`src/rtl/fzc_ram.sv`:
```
module fzc_ram #(
  parameter int Width = 8,
  parameter int Depth = 16
) (
  input  logic                     clk_i,
  input  logic                     we_i,
  input  logic [$clog2(Depth)-1:0] waddr_i,
  input  logic [Width-1:0]         wdata_i,
  input  logic [$clog2(Depth)-1:0] raddr_i,
  output logic [Width-1:0]         rdata_o
);

  logic [Width-1:0] mem_q [Depth];
  logic [Width-1:0] rdata_q;

  always_ff @(posedge clk_i) begin
    if (we_i) begin
      mem_q[waddr_i] <= wdata_i;
    end
    rdata_q <= mem_q[raddr_i];
  end

  assign rdata_o = rdata_q;

endmodule

```
`config.mk`:
```
export PLATFORM = sky130hd
export DESIGN_NAME = fzc_ram
export DESIGN_NICKNAME = d
export VERILOG_FILES = /design/src/rtl/fzc_ram.sv
export SDC_FILE = /design/constraint.sdc
export NUM_CORES = 1
export LEC_CHECK = 0
export BUFFER_PORTS_ARGS = -buffer_cell sky130_fd_sc_hd__buf_2
export CORE_UTILIZATION = 50
export DETAILED_ROUTE_END_ITERATION = 6
export GPL_TIMING_DRIVEN = 0
export PLACE_DENSITY = 0.71
export SLEW_MARGIN = 20
export SYNTH_ARGS = -nofsm -noshare
export SYNTH_HDL_FRONTEND = slang
export SYNTH_SLANG_ARGS = --single-unit
```
`constraint.sdc`:
```
create_clock -name clk_i -period 4.4 [get_ports clk_i]
set_input_delay 0.22 -clock clk_i [delete_from_list [all_inputs] [get_ports clk_i]]
set_output_delay 0.22 -clock clk_i [all_outputs]
set_load 0.005 [all_outputs]
```
# Word-level counts from Yosys, hierarchy flattened
# Memory sizes are Yosys's and may differ from the RTL's. A register that Yosys moved wholly into a read port is not among the register bits.
# Cells that the tools add are included.
word_totals:
  register_bits: 0
  latch_bits: 0
  ramBits: 128
  mem_bits_ro: 0
  out_inout_bits: 8
  wordCells: 3
  mem_count: 1
memory_table:
  columns: ["name", "depth", "width", "rd", "rd_ports_with_merged_regs", "wr", "line", "source"]
  rows:
  - ["mem_q", 16, 8, 1, 1, 1, "13", "logic [Width-1:0] mem_q [Depth];"]
op_classes:
  n_addsub: 0
  multipliers: 0
  div: 0
  magnitude_cmp: 0
  eq_ne: 0
  n_shift: 0
  mux: 2
  bitwise: 0
  n_reduce_logical: 0
ops:
  columns: ["op", "count"]
  rows:
  - ["1-bit two-way mux", 2]

# Longest topological paths before layout
depth:
  depth_word: 2
  depth_mapped: 5
  ltp_nobuf: 3

# Worst setup path after synthesis
# Ideal clock, no wire load.
synth_timing:
  path_kind: "in2reg"
  startpoint: "in waddr_i[2]"
  endpoint: "mem mem_q[0][0] (enable)"
  setup_time_ns: 0.383
  arrival_ns: 1.330
  required_ns: 4.017
  setup_slack_ns: 2.687
  cell_stages: 2
  cell_sequence: "or3b_2 -> nor3_1"
synth_rtl:
  columns: ["element", "line", "source"]
  rows:
  - ["start: declaration", "7", "input logic [$clog2(Depth)-1:0] waddr_i,"]
  - ["end: declaration", "13", null]
# Straight into the memory's write port.

# Worst setup path in the final report
layout_timing:
  startpoint: "in waddr_i[2]"
  endpoint: "mem mem_q[3][5] (enable)"
# Straight into the memory's write port.

==> metrics.md <==
| Metric | Value |
|---|---|
| Critical Path Start | waddr_i[2] |
| Final Total Pwr | between 3 and 4 mW |
| TritonRoute pass-1 iters | 4 |
| Setup Crit Path Kind | in2reg |
| Vias in the first global route | about 2400 |
| Worst Skew | 0.0110 ns |
| Worst setup SP type | input port |
| Gr usage total | about 20% |
| Clock transition at the registers of the reported paths | approximately 0.070 ns |
| CP Cell Sequence | buf_2, or3b_2, nor2_1 |
| CP Capture Type | flip-flop |
| Avg Inst Size Synth | roughly 22 sq um |
| Die width | 103 um |
| Via Count | between 2000 and 2500 |
| Rel. slew slack | 44.0% |
| Die height | about 100 um |
| Max Fclk | approximately 700 MHz |
| Hpwl dp | between 5 and 6 mm |
| Iteration-0 DRC count of the detailed router | approximately 170 |
| PostCTS Resize Cnt | 0 |
| CP max FO | 8 |
| Bufs and invs on worst path | 1 |
| # diodes | 0 |
| Largest net degree at the start of global routing | 17 |
| Final instance area | between 6000 and 7000 sq um |
| Hold Path Class | in2reg |
| Hold Startpoint | wdata_i[1] |
| Buffer depth of the longest clock path | 2 |
| Global placement routability congestion | about 0.69 |
| Fillers | approximately 680 |
| Final WL | about 9.6 mm |
| Slew at the pin with the worst max-slew slack | around 0.84 ns |
| IO Count | 26 |
| Layout Cells excl Fill | 418 |
| Synth unique cells | 19 |
| Mapped Cells | 229 |
| Via density | between 5 and 6 |
| Post-route ant nets | 0 |
| Status | finished, final reports clean |
| Htree depth | 4 |
| Slew Limit Fails | 0 |
| Final setup vio count | 0 |
| Layout net count | 290 |
| Net count after synthesis | ~250 |
| Total congestion overflow | 0 |
| Routed wire per std cell | about 23 um |
| Residual DRC | 0 |
| Tcrit/Tclk final | about a third |
| Setup TNS | 0 ns |
| Share of cells above drive strength 1 | between 30% and 40% |
| Clk_lat worst skew | about 0.52 ns |
| Footprint of the multi-input gates | between 1000 and 1500 sq um |
| Core area | just under 10000 sq um |
| R2R Path Start | mem_q[9][5]$_DFFE_PP_ |
| WP data arrival | 1.55 ns |
| Minimum clock period | 1.41 ns |
| Max-cap violations | 0 |
| CTS buffer count | 17 |
| Port bufs | 24 |
| Warnings from Yosys | 0 |
| First-pass GRT wire length | ~14 mm |
| Post-CTS Setup Bufs | 0 |
| # placed instances | just under 400 |
| Initial antenna violation count | 0 |
| Slowest-stage cell, CP | nor2_1 |
| Layout area overhead | 17.7% |
| FF+latch count, synth | 136 |
| Power per cell area | 499 nW/um^2 |
| Leakage power | 2.03 nW |
| FF/Latch Area | 4000 sq um |
| Final Hold Viols | 0 |
| Starting Density | 52.2% |
| Crit-path max cell delay | ~0.67 ns |
| Sequential-to-total area share from yosys stat | 77.8% |
| Die area | 10700 sq um |
| Req. time, crit path | 4.54 ns |
| Clk sinks | about 140 |
| Unrepaired setup endpoints after global routing | false |
| Row count | 36 |
| Max IR drop VDD | roughly 280 uV |
| Delay-heaviest family, CP | simple AND/OR/NAND/NOR gates |
| CTS root buf | clkbuf_8 |
| Post-CTS Hold Buffers | 0 |
| Mapped Area | around 5100 sq um |
| TritonCTS clock tree | done |
| Placed Area | approximately 5500 sq um |
-- Yosys cell counts --
cell / n / area (sq um)
a22oi_1: 16 / 120
clkdlybuf4s25_2: 3 / 30.0
nand2_1: 9 / 33.8
nand3_1: 1 / 5.00
buf_6: 3 / 33.8
and2b_1: 1 / 7.51
buf_4: 1 / 7.51
mux4_2: 18 / 405
or3b_2: 1 / 8.76
edfxtp_1: 128 / 3840
nand3b_1: 2 / 15.0
nor2_1: 13 / 48.8
nand2b_1: 2 / 12.5
mux4_1: 14 / 368
and2_1: 1 / 6.26
nor2b_1: 1 / 6.26
buf_2: 3 / 15.0
nor3_1: 4 / 20.0
dfxtp_1: 8 / 160
-- power breakdown --
group | switching, mW | total (mW) | internal (mW)
Sequential | 0.00649 | 1.46 | 1.45
Combinational | 0.0793 | 0.137 | 0.0574
Clock | 0.510 | 1.43 | 0.920
-- stage by stage --
step           hold WS [ns]  util (%)  worst slack [ns]
2_1_floorplan         0.319         -              2.69
3_3_place_gp          0.594      55.1              2.11
3_5_place_dp          0.596      55.3              2.49
4_1_cts              0.0928      61.4              2.98
5_1_grt              0.0971      61.4              2.91
6_report              0.102      61.4              2.99
-- cell type report --
type                            count  share of cell area, %
Buffer                             10                   1.43
Clock buffer                       20                   7.02
Clock inverter                     12                   2.95
Multi-Input combinational cell     83                   17.8
Sequential cell                   136                   66.1
Tap cell                          133                   2.75
Timing Repair Buffer               24                   1.98
-- placed cells by master, fill, tap and decap left out, types with 4 or more instances in the layout --
cell type and instances:
edfxtp_1 128, a22oi_1 16, buf_2 27, clkbuf_16 16, nand2_1 9, mux4_2 18
mux4_1 14, nor3_2 4, dfxtp_1 8, nor2_1 13, bufinv_16 4
-- final timing paths --
check | cells past startpoint | slack [ns] | endpoint
max reg2reg | 3 | 3.01 | rdata_o[5]$_DFF_P_
min | 1 | 0.10 | mem_q[14][1]$_DFFE_PP_
max | 3 | 2.99 | mem_q[3][5]$_DFFE_PP_
min reg2reg | 3 | 0.68 | rdata_o[1]$_DFF_P_
-- routing by layer --
metal  wire [um]  global-route usage (%)  vias to the layer above
met5           0                       0                        -
met4         138                    8.34                        0
met3         712                    4.91                       12
met2        4590                    30.2                      113
met1        4150                    28.8                     1234
li1            -                       -                     1060
-- sequential cells by signal, indices dropped and copies added (netlist names) --
name,cells
mem_q,128
rdata_o,8
-- kinds of logic after synthesis --
family          share of synthesized area, %
flops                                   77.8
mux                                     15.0
compound gates                          2.33
simple gates                            3.18
buf+inv                                 1.68
Note: power is estimated with default switching activity, not from simulation.
