[config.mk]
export PLATFORM = sky130hd
export DESIGN_NAME = fzc_ctrl
export DESIGN_NICKNAME = d
export VERILOG_FILES = /design/src/rtl/fzc_pkg.sv /design/src/rtl/fzc_ctrl.sv
export SDC_FILE = /design/constraint.sdc
export NUM_CORES = 1
export LEC_CHECK = 0
export BUFFER_PORTS_ARGS = -buffer_cell sky130_fd_sc_hd__clkbuf_2
export CELL_PAD_IN_SITES_DETAIL_PLACEMENT = 0
export CELL_PAD_IN_SITES_GLOBAL_PLACEMENT = 2
export CORE_UTILIZATION = 35
export DETAILED_ROUTE_END_ITERATION = 12
export PLACE_DENSITY = 0.88
export SLEW_MARGIN = 15
export SYNTH_ARGS = -nofsm -noshare
export SYNTH_HDL_FRONTEND = slang
export SYNTH_SLANG_ARGS = --single-unit
[constraint.sdc]
create_clock -name clk_i -period 5 [get_ports clk_i]
set_input_delay 0.5 -clock clk_i [delete_from_list [all_inputs] [get_ports clk_i]]
set_output_delay 0.5 -clock clk_i [all_outputs]
set_load 0.005 [all_outputs]
[src/rtl/fzc_pkg.sv]
package fzc_pkg;

  localparam int DataW     = 16;
  localparam int MaxSets   = 8;
  localparam int MaxRules  = 64;
  localparam int SetIdxW   = $clog2(MaxSets);
  localparam int RuleIdxW  = $clog2(MaxRules);
  localparam int RuleW     = 3 * SetIdxW;
  localparam int CountW    = 7;
  localparam int KindW     = 3;
  localparam int IndexW    = 6;
  localparam int DegW      = 16;
  localparam int SpanW     = DataW + 1;
  localparam int AreaW     = 33;
  localparam int ProdW     = DataW + AreaW;
  localparam int NumW      = ProdW + RuleIdxW;
  localparam int DenW      = AreaW + RuleIdxW;
  localparam int MDivSteps = 15;
  localparam int FDivSteps = NumW;
  localparam int StepW     = $clog2(FDivSteps);

  localparam logic [DegW-1:0] OneQ = DegW'(32768);

  localparam logic [KindW-1:0] KindLoadFirst  = 3'd0;
  localparam logic [KindW-1:0] KindLoadSecond = 3'd1;
  localparam logic [KindW-1:0] KindLoadOut    = 3'd2;
  localparam logic [KindW-1:0] KindLoadRule   = 3'd3;
  localparam logic [KindW-1:0] KindEval       = 3'd4;

  typedef struct packed {
    logic [KindW-1:0]          kind;
    logic [IndexW-1:0]         index;
    logic                      shape;
    logic signed [DataW-1:0]   point_a;
    logic signed [DataW-1:0]   point_b;
    logic signed [DataW-1:0]   point_c;
    logic signed [DataW-1:0]   point_d;
    logic [2:0]                rule_set_first;
    logic [2:0]                rule_set_second;
    logic [2:0]                rule_set_out;
    logic signed [DataW-1:0]   value_first;
    logic signed [DataW-1:0]   value_second;
  } fzc_in_t;

  typedef struct packed {
    logic signed [DataW-1:0] control_value;
    logic                    no_rule_fired;
  } fzc_out_t;

  typedef struct packed {
    logic load;
    logic eval_start;
    logic setup;
    logic mdiv_step;
    logic deg_calc;
    logic area_calc;
    logic prod_calc;
    logic acc;
    logic fdiv_init;
    logic fdiv_step;
    logic write_out;
  } fzc_cmd_t;

  typedef struct packed {
    logic eval_req;
    logic set_bad;
    logic deg_zero;
    logic out_free;
  } fzc_sts_t;

endpackage

[src/rtl/fzc_ctrl.sv]
module fzc_ctrl import fzc_pkg::*; (
  input  logic                clk_i,
  input  logic                rst_ni,
  input  logic                in_valid_i,
  output logic                in_stall_o,
  input  logic                cfg_we_i,
  input  logic [CountW-1:0]   cfg_wdata_i,
  input  fzc_sts_t            sts_i,
  output fzc_cmd_t            cmd_o,
  output logic [RuleIdxW-1:0] ram_raddr_o
);

  localparam logic [3:0] S_IDLE  = 4'd0;
  localparam logic [3:0] S_READ  = 4'd1;
  localparam logic [3:0] S_SETUP = 4'd2;
  localparam logic [3:0] S_MDIV  = 4'd3;
  localparam logic [3:0] S_DEG   = 4'd4;
  localparam logic [3:0] S_AREA  = 4'd5;
  localparam logic [3:0] S_PROD  = 4'd6;
  localparam logic [3:0] S_ACC   = 4'd7;
  localparam logic [3:0] S_FINIT = 4'd8;
  localparam logic [3:0] S_FDIV  = 4'd9;
  localparam logic [3:0] S_DONE  = 4'd10;

  logic [3:0]        state_q, state_d;
  logic [CountW-1:0] rule_idx_q, rule_idx_d;
  logic [CountW-1:0] n_q, n_d;
  logic [StepW-1:0]  cnt_q, cnt_d;
  logic [CountW-1:0] rule_count_q;
  logic [CountW-1:0] idx_inc;

  assign idx_inc     = CountW'(rule_idx_q + 1'b1);
  assign ram_raddr_o = rule_idx_q[RuleIdxW-1:0];
  assign in_stall_o  = state_q != S_IDLE;

  always_comb begin
    state_d    = state_q;
    rule_idx_d = rule_idx_q;
    n_d        = n_q;
    cnt_d      = cnt_q;
    cmd_o      = '0;
    case (state_q)
      S_IDLE: begin
        if (in_valid_i) begin
          cmd_o.load = 1'b1;
          if (sts_i.eval_req) begin
            cmd_o.eval_start = 1'b1;
            rule_idx_d = '0;
            n_d = (rule_count_q > CountW'(MaxRules)) ? CountW'(MaxRules) : rule_count_q;
            state_d = (n_d == '0) ? S_FINIT : S_READ;
          end
        end
      end
      S_READ: state_d = S_SETUP;
      S_SETUP: begin
        if (sts_i.set_bad) begin
          rule_idx_d = idx_inc;
          state_d = (idx_inc == n_q) ? S_FINIT : S_READ;
        end else begin
          cmd_o.setup = 1'b1;
          cnt_d = '0;
          state_d = S_MDIV;
        end
      end
      S_MDIV: begin
        cmd_o.mdiv_step = 1'b1;
        cnt_d = StepW'(cnt_q + 1'b1);
        if (cnt_q == StepW'(MDivSteps - 1)) begin
          state_d = S_DEG;
        end
      end
      S_DEG: begin
        if (sts_i.deg_zero) begin
          rule_idx_d = idx_inc;
          state_d = (idx_inc == n_q) ? S_FINIT : S_READ;
        end else begin
          cmd_o.deg_calc = 1'b1;
          state_d = S_AREA;
        end
      end
      S_AREA: begin
        cmd_o.area_calc = 1'b1;
        state_d = S_PROD;
      end
      S_PROD: begin
        cmd_o.prod_calc = 1'b1;
        state_d = S_ACC;
      end
      S_ACC: begin
        cmd_o.acc = 1'b1;
        rule_idx_d = idx_inc;
        state_d = (idx_inc == n_q) ? S_FINIT : S_READ;
      end
      S_FINIT: begin
        cmd_o.fdiv_init = 1'b1;
        cnt_d = '0;
        state_d = S_FDIV;
      end
      S_FDIV: begin
        cmd_o.fdiv_step = 1'b1;
        cnt_d = StepW'(cnt_q + 1'b1);
        if (cnt_q == StepW'(FDivSteps - 1)) begin
          state_d = S_DONE;
        end
      end
      S_DONE: begin
        if (sts_i.out_free) begin
          cmd_o.write_out = 1'b1;
          state_d = S_IDLE;
        end
      end
      default: state_d = S_IDLE;
    endcase
  end

  always_ff @(posedge clk_i or negedge rst_ni) begin
    if (!rst_ni) begin
      state_q      <= S_IDLE;
      rule_idx_q   <= '0;
      n_q          <= '0;
      cnt_q        <= '0;
      rule_count_q <= '0;
    end else begin
      state_q    <= state_d;
      rule_idx_q <= rule_idx_d;
      n_q        <= n_d;
      cnt_q      <= cnt_d;
      if (cfg_we_i) begin
        rule_count_q <= cfg_wdata_i;
      end
    end
  end

  a_rule_in_range: assert property (@(posedge clk_i) disable iff (!rst_ni)
    state_q == S_READ |-> rule_idx_q < n_q && int'(n_q) <= MaxRules)
    else $error("rule index past rule count");

  a_mdiv_bound: assert property (@(posedge clk_i) disable iff (!rst_ni)
    state_q == S_MDIV |-> int'(cnt_q) < MDivSteps)
    else $error("membership divide overran");

  a_fdiv_follows: assert property (@(posedge clk_i) disable iff (!rst_ni)
    state_q == S_FINIT |=> state_q == S_FDIV && cnt_q == '0)
    else $error("final divide did not start");

  a_done_after_div: assert property (@(posedge clk_i) disable iff (!rst_ni)
    cmd_o.write_out |-> $past(state_q) == S_FDIV || $past(state_q) == S_DONE)
    else $error("result written without divide");

endmodule

# Word level (Yosys, flattened, before mapping)
# Index checks and enable logic that the tools add are counted.
# W data, S select, Z words.
# word_totals
elab_cells,72
mem_count,0
ramBits,0
mem_bits_ro,0
latch_bits,0
out_inout_bits,18
regBits,31
input_bits,15
# op_classes
add_sub_neg,2
order_cmp,1
div,0
mul,0
n_bitwise,0
n_eq_ne,21
n_mux,33
n_shift,0
reduce_logical,10
# ops
cell,count
$pmux W4 S11,1
$mux W4,9
$mux W7,5
$pmux W7 S4,1
$pmux W6 S3,1
$eq A4 B3 Y1 const B,4
$ne A2 B2 Y1 const B,8
$mux W1,13
$eq A4 B4 Y1 const B,3
$reduce_and A5 Y1,2
$eq A4 B2 Y1 const B,2
$reduce_bool A4 Y1,2
$add A7 B1 Y7 const B,1
$eq A7 B7 Y1,1
$gt A7 B7 Y1 const B,1
$logic_not A7 Y1,1
$add A6 B1 Y6 const B,1
$eq A6 B4 Y1 const B,1
$eq A6 B6 Y1 const B,1
$mux W6,1
$eq A4 B1 Y1 const B,1
$logic_not A4 Y1,1
$mux W2,2
$reduce_and A3 Y1,1
other kinds (3),3

# Logic depth before layout (Yosys ltp)
# Gate-level depths: netlist of the first run.
# depth
word_depth,7
mapped_depth,7
depth_no_buf,7

# Worst setup path after synthesis of the first run
# Ideal clock, no wire load.
# synth_path
path_kind,register to register
startpoint,register state_q[3]
endpoint,register state_q[3]
n_path_buf,1
synth_period_minus_slack_ns,1.932
path_stages_with_launch,7
slack_ns,3.068
setup_time_ns,0.124
required_time_ns,4.876
arrival_time_ns,1.808
path_cell_list,dfrtp_1 -> buf_6 -> or4b_4 -> o22ai_4 -> nor3_4 -> a21boi_1 -> a211o_1
# synth_via
elab_chain_cells,3
# synth_lines
element,line_no,rtl
from (decl),fzc_ctrl.sv:25,"logic [3:0] state_q, state_d;"
from (signal assigned),fzc_ctrl.sv:124,state_q <= state_d;
$eq A4 B4 Y1 (tied with other cells),fzc_ctrl.sv:42,case (state_q)
$ne A2 B2 Y1 (no line),-,
$reduce_and A5 Y1 (no line),-,
# Several ways; a longest one is shown, not always the timed one.
# A chain may end at the register's enable or synchronous reset.

==> run summary, run 1 <==
Post-synth EDFFs - 0
share of flip-flops with an asynchronous set or reset - 100%
Setup TNS - 0 ns
CP required - 4.50 ns
wire per inst - 14.1 um
Finished Core Util - 41.1%
Area growth, synth to finish - 13.1%
Max-slew headroom - 45.4%
setup bufs post-CTS - 0
period utilization - 51.0%
Data arrival, critical path - 2.05 ns
Synth Register Bits - 31
final setup vio count - 0
Area after DPL - 0.00216 sq mm
startpoint kind of the worst setup timing path - flip-flop
Root Buffer - clkbuf_8
Worst-Skew Late Latency - 0.28 ns
CORE AREA - 0.00554 sq mm
CP Max Fanout - 17
die area - 0.00606 sq mm
DR vias/cell - 5.22
PwrDens - 539 mW/mm^2
Mean Syn Cell Area - 9.37 sq um
min Tclk post-route - 2.55 ns
drt first-iter violations - 71
worst setup margin - 2.45 ns
Max Cap Viol - 0
Hold-fix buffers, CTS - 0
Routed Antenna Nets - 0
Pwr Total - 1.23 mW
syn_nets - 233
starting density of the core - 36.4%
final net count - 257
sequential-to-total area share from yosys stat - 38.5%
FP Rows - 27
DR vias - 1630
initial antenna violation count - 0
gpl congestion - 0.771
maximum buffer depth of the clock tree - 2
dpl ws - 2.73 ns
Clock Sinks - 31
vias in the first global route - 1574
Hold Fails Final Rpt - 0
Setup Crit Path Kind - reg -> out
total CTS buffers - 5
antenna cells - 0
Port Buf Inserts - 32
clock skew - 0.00240 ns
Finished Cell Area - 0.00228 sq mm
Hold Path Class - in -> async
GRT overflow - 0
outcome - finished clean
Static Leak - 1.03 nW
Syn Inst Count - 215
top_reg_cell synth - dfrtp_1
fmax - 392 MHz
cts repair resizes - 0
RSZ-0062 raised after global routing - no
Cell variety after synth - 59
clock slew at reported path FFs - 0.07 ns
drt total wl - 4410 um
die height - 77.9 um
Final Slew Violations - 0
layout cells sized above 1 - 25.8%
Tot GR Track Use - 16.1%
Syn Std Cell Area - 0.00201 sq mm
VDD IR-drop max - 0.282 mV
total I/O pin count - 33
actual slew at the worst max-slew pin - 0.818 ns
first-pass GRT wire length - 7620 um
HPWL Detailed - 3210 um
largest net degree at the start of global routing - 32
router iterations before antenna repair - 4
FILL cells - 595
endpoint class of the critical path - output pin
yosys warns - 0
CTS tree - yes
R2R Setup Slk - 2.83 ns
Die Width - 77.9 um
CTS H-tree depth - 2
DRC errors left - 0
## cell usage in the layout, fill, tap and decap left out, types with 3 or more instances in the layout
| master | n |
|---|---|
| xnor2_1 | 7 |
| clkbuf_8 | 6 |
| nand2_1 | 27 |
| dfrtp_1 | 31 |
| or2_2 | 3 |
| xor2_1 | 4 |
| inv_1 | 6 |
| nand3_1 | 10 |
| nor3_1 | 6 |
| mux2_2 | 8 |
| a22o_1 | 3 |
| ha_1 | 3 |
| a21oi_1 | 7 |
| nor4_1 | 3 |
| a211o_1 | 3 |
| clkbuf_2 | 32 |
| and2_1 | 3 |
| a21boi_1 | 3 |
| nand3b_1 | 7 |
| nor2_1 | 10 |
| and3_1 | 4 |
| o21ai_0 | 14 |
## worst max-delay path, stage by stage, from the launching register on
cell      delay (ns)
dfrtp_1         0.57
nor4_2          0.53
nand3_1         0.30
clkinv_1        0.22
clkbuf_2        0.15
## synthesized netlist by cell type, types with 6 or more instances
library cell / n / share of area [%]
dfrtp_1: 31 / 39
nand2_1: 27 / 5.0
o21ai_0: 14 / 3.5
nand3_1: 10 / 2.5
nor2_1: 10 / 1.9
buf_4: 8 / 3.0
mux2_2: 8 / 4.5
a21oi_1: 7 / 1.7
nand3b_1: 7 / 2.6
xnor2_1: 7 / 3.0
inv_1: 6 / 1.1
nor3_1: 6 / 1.5
## per-stage QoR
step	hold slack [ns]	cells
final	0.292	312
after detailed placement	0.486	304
after global routing	0.364	312
after global placement	0.484	304
after floorplan	0.204	215
after CTS	0.319	312
## registers in the layout (all words and copies together), names as in the netlist
register,cells
state_q,4
cnt_q,6
rule_idx_q,7
rule_count_q,7
n_q,7
## kinds of logic after synthesis
kind of cell             Yosys count  share of synthesized area [%]
AND/OR/NAND/NOR                   87                           24.3
AO/OA/AOI/OAI                     51                           18.9
flip-flops                        31                           38.5
buffers and inverters             23                           6.65
XOR/XNOR                          11                           4.78
multiplexers                       9                           4.97
adder cells (fa/ha/maj)            3                           1.86
## cell type report
type | instances | area (sq um) | area share, %
inverter | 8 | 30.0 | 1.32
tap | 72 | 90.1 | 3.95
clock buffer | 6 | 82.6 | 3.62
multi-input combinational | 161 | 1100 | 48.5
sequential | 31 | 776 | 34.0
clock inverter | 2 | 35.0 | 1.54
timing repair buffer | 32 | 160 | 7.03
## report_power, final
group          internal (mW)  switching [mW]  total, mW
sequential             0.321           0.113      0.434
combinational          0.245           0.289      0.534
clock                  0.161          0.0980      0.259
## per-layer routing
metal  wire, um  part of all wire [%]  track usage [%]
met1       2160                    49             22.3
met3        254                   5.8             4.35
met2       1950                    44             24.1
met5          0                     0                0
met4         46                   1.0             5.66
## worst paths after layout
check / startpoint / end / depth (start not counted)
max: state_q[2] / cmd_o[9] / 4
min: rst_ni / cnt_q[4] / 1
max reg2reg: state_q[2] / rule_idx_q[5] / 5
min reg2reg: n_q[5] / n_q[5] / 2
max in group asynchronous: rst_ni / n_q[2] / 1
min in group clk_i: cfg_wdata_i[2] / rule_count_q[2] / 2
Note: power is estimated with default switching activity, not from simulation.
==> inputs of run 2 (changes only) <==
--- a/config.mk
+++ b/config.mk
@@ -8,9 +8,9 @@
 export BUFFER_PORTS_ARGS = -buffer_cell sky130_fd_sc_hd__clkbuf_2
 export CELL_PAD_IN_SITES_DETAIL_PLACEMENT = 0
 export CELL_PAD_IN_SITES_GLOBAL_PLACEMENT = 2
-export CORE_UTILIZATION = 35
+export CORE_UTILIZATION = 31
 export DETAILED_ROUTE_END_ITERATION = 12
-export PLACE_DENSITY = 0.88
+export PLACE_DENSITY = 0.83
 export SLEW_MARGIN = 15
 export SYNTH_ARGS = -nofsm -noshare
 export SYNTH_HDL_FRONTEND = slang
==> constraint.sdc (replaced) <==
create_clock -name clk_i -period 2.1 [get_ports clk_i]
set_input_delay 0.21 -clock clk_i [delete_from_list [all_inputs] [get_ports clk_i]]
set_output_delay 0.21 -clock clk_i [all_outputs]
set_load 0.005 [all_outputs]
==> run summary, run 2 (synthesis gave the netlist of run 1 again) <==
Largest regs - n_q (7), rule_count_q (7), rule_idx_q (7)
Hold-fix buffers, CTS - 0 (unchanged)
drt total wl - 4800 um (+8.8%)
critical path's slowest cell - or4b_1
starting density of the core - 31.9% (-4.5 points)
min Tclk post-route - 1.99 ns
DR vias/cell - 5.13 (-1.8%)
die height - 82.6 um (+6.1%)
total CTS buffers - 5 (unchanged)
router iterations before antenna repair - 4 (unchanged)
Area growth, synth to finish - 19.4%
gpl congestion - 0.744 (-3.5%)
cts repair resizes - 0 (unchanged)
DR vias - 1698 (+4.2%)
antenna cells - 0 (unchanged)
CP required - 2.28 ns (-2.22 ns)
final net count - 271 (+5.4%)
HPWL Detailed - 3580 um (+12%)
Data arrival, critical path - 2.17 ns (+0.12 ns)
Clock Sinks - 31 (unchanged)
failing checks - hold timing
Area after DPL - 0.00227 sq mm (+5.2%)
Max Cap Viol - 0 (unchanged)
Static Leak - 1.10 nW (+6.9%)
Top Metal Used - met4
GRT overflow - 0 (unchanged)
Routed Antenna Nets - 0 (unchanged)
DRC errors left - 0 (unchanged)
initial antenna violation count - 0 (unchanged)
Final Slew Violations - 0 (unchanged)
maximum buffer depth of the clock tree - 2 (unchanged)
metal3 WL - 194 um (-24%)
total I/O pin count - 33 (unchanged)
PwrDens - 1300 mW/mm^2 (+140%)
CP Max Fanout - 10 (-7)
WHS - -0.000533 ns (-0.292 ns)
final setup vio count - 0 (unchanged)
placed cell count - 323 (+6.3%)
Tot GR Track Use - 15.8% (-0.34 points)
met2 routed WL - 2100 um (+7.6%)
M1 wire length - 2430 um (+13%)
clock slew at reported path FFs - 0.07 ns (about the same)
Setup Crit Path Kind - reg -> reg
critical path's largest stage delay - 0.62 ns (+0.05 ns)
commonest non-fill, non-tap cell in the layout - clkbuf_2
Port Buf Inserts - 32 (unchanged)
Setup TNS - 0 ns (unchanged)
first-pass GRT wire length - 8000 um (+4.9%)
wire per inst - 14.5 um (+2.5%)
FP Rows - 29 (+7.4%)
CTS H-tree depth - 2 (unchanged)
largest net degree at the start of global routing - 32 (unchanged)
fmax - 502 MHz
Finished Core Util - 38.1% (-3.0 points)
VDD IR-drop max - 0.482 mV (+71%)
Finished Cell Area - 0.00240 sq mm (+5.5%)
worst path cell trace - or4b_1 -> o22ai_4 -> nor3_4 -> a21boi_1 -> a211o_1
setup bufs post-CTS - 0 (unchanged)
CTS tree - yes
Worst-Skew Late Latency - 0.29 ns (about the same)
CORE AREA - 0.00631 sq mm (+14%)
startpoint kind of the worst setup timing path - flip-flop
Pwr Total - 3.11 mW (+150%)
RSZ-0062 raised after global routing - no
clock skew - 0.00996 ns (+0.00756 ns)
Non-Filler Instances - 331 (+6.1%)
worst setup margin - 0.109 ns (-2.34 ns)
Hold Path Class - in -> async
drt first-iter violations - 48 (-32%)
most frequent cells in the layout - clkbuf_2 (32), dfrtp_1 (29), nand2_1 (27)
Root Buffer - clkbuf_8
layout cells sized above 1 - 30.7% (+4.9 points)
Max-slew headroom - 46.5% (+1.0 points)
endpoint class of the critical path - flip-flop
die area - 0.00682 sq mm (+13%)
Die Width - 82.6 um (+6.1%)
actual slew at the worst max-slew pin - 0.803 ns (-0.0153 ns)
vias in the first global route - 1596 (+1.4%)
period utilization - 94.8%
Hold Fails Final Rpt - 1 (+1)
outcome - finished, violations left
dpl ws - 0.0881 ns (-2.64 ns)
-- run 2: critical path, delay by kind of cell, from the launching register on --
family             cells  cell delay, ns
and+or+nand+nor        2            0.72
DFF                    1            0.49
AOI/OAI and AO/OA      3            0.65
-- run 2: final timing paths --
path	start	to	slack, ns	depth (start not counted)
max reg2reg	state_q[3]	state_q[3]	0.11	5
min in group clk_i	cfg_wdata_i[2]	rule_count_q[2]	0.15	2
min reg2reg	n_q[5]	n_q[5]	0.49	2
max in group asynchronous	rst_ni	state_q[1]	1.55	1
min	rst_ni	rule_idx_q[3]	-0.0005	1
max	state_q[3]	state_q[3]	0.11	5
-- run 2: power by group --
group | switching (mW) | internal [mW]
Combinational | 0.786 | 0.716
Sequential | 0.228 | 0.769
Clock | 0.232 | 0.384
-- run 2: layer usage --
metal,vias up,GRT usage (%)
met1,813,22.6
met5,-,0
li1,849,-
met3,6,3.96
met2,30,23.1
met4,0,5.17
-- run 2: layout make-up --
type | count | area (sq um)
clock inverter | 2 | 35.0
inverter | 8 | 30.0
multi-input combinational | 161 | 1120
tap | 77 | 96.3
sequential | 31 | 778
clock buffer | 6 | 82.6
fill | 684 | 3910
timing repair buffer | 46 | 265
==> inputs of run 3 (changes only) <==
--- a/config.mk
+++ b/config.mk
@@ -5,11 +5,14 @@
 export SDC_FILE = /design/constraint.sdc
 export NUM_CORES = 1
 export LEC_CHECK = 0
+export ABC_AREA = 1
 export BUFFER_PORTS_ARGS = -buffer_cell sky130_fd_sc_hd__clkbuf_2
 export CELL_PAD_IN_SITES_DETAIL_PLACEMENT = 0
 export CELL_PAD_IN_SITES_GLOBAL_PLACEMENT = 2
-export CORE_UTILIZATION = 31
+export CORE_UTILIZATION = 28
+export CTS_CLUSTER_DIAMETER = 200
 export DETAILED_ROUTE_END_ITERATION = 12
+export HOLD_SLACK_MARGIN = 0.02
 export PLACE_DENSITY = 0.83
 export SLEW_MARGIN = 15
 export SYNTH_ARGS = -nofsm -noshare
==> run summary, run 3 <==
R2R Path End - state_q[3]
syn_nets - 280 (+20%)
Max-slew headroom - 47.2% (+0.79 points)
GRT overflow - 0 (unchanged)
commonest non-fill, non-tap cell in the layout - nand2_1
initial antenna violation count - 0 (unchanged)
Tot GR Track Use - 14.1% (-1.7 points)
area occupied by registers - 777 sq um (-0.16%)
outcome - finished, violations left
CTS H-tree depth - 2 (unchanged)
Clock Sinks - 31 (unchanged)
antenna cells - 0 (unchanged)
internal power - 1.44 mW (-23%)
Setup TNS - 0 ns (unchanged)
final setup vio count - 0 (unchanged)
final net count - 313 (+15%)
yosys warns - 0 (unchanged)
clock skew - 0.00900 ns (-0.000959 ns)
maximum buffer depth of the clock tree - 2 (unchanged)
total CTS buffers - 5 (unchanged)
Die Width - 84.6 um (+2.4%)
first-pass GRT wire length - 7890 um (-1.3%)
top post-synthesis cells by count - nand2_1 (67), inv_1 (43), dfrtp_1 (31), nor2_1 (28), nand3_1 (18)
die area - 0.00715 sq mm (+4.8%)
Port Buf Inserts - 32 (unchanged)
fmax - 521 MHz (+3.7%)
Synth Register Bits - 31 (unchanged)
CTS tree - yes
share of flip-flops with an asynchronous set or reset - 100% (unchanged)
DR vias - 1706 (+0.47%)
Finished Core Util - 34.3% (-3.8 points)
CP required - 1.89 ns (-0.39 ns)
Mean Syn Cell Area - 7.29 sq um (-22%)
Data arrival, critical path - 1.71 ns (-0.46 ns)
Final Slew Violations - 0 (unchanged)
Area after DPL - 0.00212 sq mm (-6.5%)
Cell variety after synth - 34 (-42%)
PwrDens - 1180 mW/mm^2 (-8.8%)
CP Max Fanout - 7 (-3)
Static Leak - 1.14 nW (+3.2%)
HPWL Detailed - 3490 um (-2.5%)
Crit Reg-Reg Startpoint - rule_idx_q[0]
RSZ-0062 raised after global routing - no
total I/O pin count - 33 (unchanged)
area share of the largest cell type after synthesis - 40.6% (+2.1 points)
DRC errors left - 0 (unchanged)
Max Cap Viol - 0 (unchanged)
Hold Path Class - in -> async
VDD IR-drop max - 0.328 mV (-32%)
clock slew at reported path FFs - 0.08 ns (about the same)
router iterations before antenna repair - 4 (unchanged)
startpoint kind of the worst setup timing path - flip-flop
Hold Fails Final Rpt - 31 (+30)
Largest regs - n_q (7), rule_count_q (7), rule_idx_q (7)
R2R Setup Slk - 0.29 ns (+0.18 ns)
actual slew at the worst max-slew pin - 0.791 ns (-0.0119 ns)
die height - 84.6 um (+2.4%)
gpl congestion - 0.844 (+14%)
Synth area leaders - dfrtp_1 (41%), nand2_1 (13%), inv_1 (8.5%)
Multi-input gate area - 911 sq um (-18%)
Finished Cell Area - 0.00222 sq mm (-7.8%)
CORE AREA - 0.00646 sq mm (+2.3%)
Setup Crit Path Kind - reg -> out
Worst-Skew Late Latency - 0.30 ns (about the same)
Reg2Reg Depth - 14 (+9)
DR vias/cell - 4.57 (-11%)
min Tclk post-route - 1.92 ns (-0.0705 ns)
Sw Ratio - 45.2% (+5.2 points)
most numerous cell in the Yosys netlist - nand2_1
failing checks - hold timing
vias in the first global route - 1706 (+6.9%)
combinational power share - 46.8% (-1.4 points)
top_reg_cell synth - dfrtp_1
most frequent cells in the layout - nand2_1 (67), inv_1 (43), clkbuf_2 (32)
sequential-to-total area share from yosys stat - 40.6% (+2.1 points)
Switch Pwr - 1.18 mW (-5.1%)
WHS - -0.0127 ns (-0.0122 ns)
largest net degree at the start of global routing - 32 (unchanged)
Yosys top cell by area - dfrtp_1
Area growth, synth to finish - 16.1%
starting density of the core - 29.6% (-2.3 points)
clock share of power - 18.5% (-1.3 points)
wire per inst - 11.8 um (-19%)
period utilization - 91.5% (-3.4 points)
FILL cells - 690 (+0.88%)
Root Buffer - clkbuf_8
layout cells sized above 1 - 21.3% (-9.4 points)
Syn Std Cell Area - 0.00191 sq mm (-5.2%)
Routed Antenna Nets - 0 (unchanged)
Pwr Total - 2.62 mW (-16%)
Post-synth EDFFs - 0 (unchanged)
Syn Inst Count - 262 (+22%)
Hold-fix buffers, CTS - 0 (unchanged)
drt first-iter violations - 100 (+110%)
drt total wl - 4390 um (-8.4%)
endpoint class of the critical path - output pin
FP Rows - 29 (unchanged)
register share of total power - 34.7% (+2.7 points)
[run 3: cell count changes after synthesis, moves of 8 or more]
cell / delta
nand2_1: +40
inv_1: +37
nor2_1: +18
o22ai_1: +10
nand3_1: +8
[run 3: cell families (layout without fill, tap and decap cells)]
group | Yosys count | in the layout | synth area share (%)
AO/OA/AOI/OAI | 32 | 32 | 9.70
adder cells (fa/ha/maj) | 3 | 3 | 1.97
XOR/XNOR | 1 | 1 | 0.459
buffers and inverters | 54 | 88 | 11.8
AND/OR/NAND/NOR | 139 | 139 | 34.3
flip-flops | 31 | 31 | 40.6
multiplexers | 2 | 2 | 1.18
[run 3: cell type report]
cell class	instances	area share (%)
multi-input combinational	177	41.1
sequential	31	35.0
inverter	47	7.96
timing repair buffer	33	7.56
tap	77	4.35
clock buffer	5	3.10
clock inverter	3	0.903
[run 3: through the flow]
| step | hold slack, ns | cells | setup WS, ns |
|---|---|---|---|
| after floorplan | -0.0856 | 262 | 0.567 |
| after global placement | 0.337 | 365 | 0.236 |
| after detailed placement | 0.343 | 365 | 0.233 |
| after CTS | 0.0286 | 373 | 0.163 |
| after global routing | 0.0538 | 373 | 0.00957 |
| final | -0.0127 | 373 | 0.180 |
[run 3: worst max-delay path: stages (launching register included)]
cell	delay, ns
dfrtp_1	0.42
nor2_1	0.22
nand2_1	0.15
buf_4	0.17
nor2_2	0.09
nand2_1	0.11
inv_2	0.13
clkbuf_2	0.13
[run 3: per-layer routing]
metal	up-vias	track usage, %	wire length [um]
li1	895	-	-
met1	764	19.1	2200
met2	42	21.2	1910
met3	5	4.33	209
met4	0	4.78	74
met5	-	0	0
[run 3: how the worst max path moves through the flow]
stage,from,to,slack [ns],cells past startpoint
finish,state_q[3],cmd_o[9],0.18,7
global route,state_q[3],cmd_o[9],0.01,7
CTS,state_q[3],cmd_o[9],0.16,7
detailed placement,rule_idx_q[0],state_q[0],0.23,14
global placement,rule_idx_q[0],state_q[0],0.24,14
floorplan,rule_idx_q[0],state_q[0],0.57,14
[run 3: timing repair]
item                       4_1_cts  5_1_grt
setup endpoints to repair        0        2
gates resized for setup          0        2
setup buffers                    0        0
[run 3: power groups by stage]
stage / combinational [mW] / clock [mW] / sequential (mW)
after floorplan: 0.934 / 0 / 0.878
after global placement: 1.24 / 0 / 0.916
after detailed placement: 1.23 / 0 / 0.919
after CTS: 1.24 / 0.493 / 0.908
after global routing: 1.43 / 0.528 / 0.941
final: 1.23 / 0.483 / 0.909
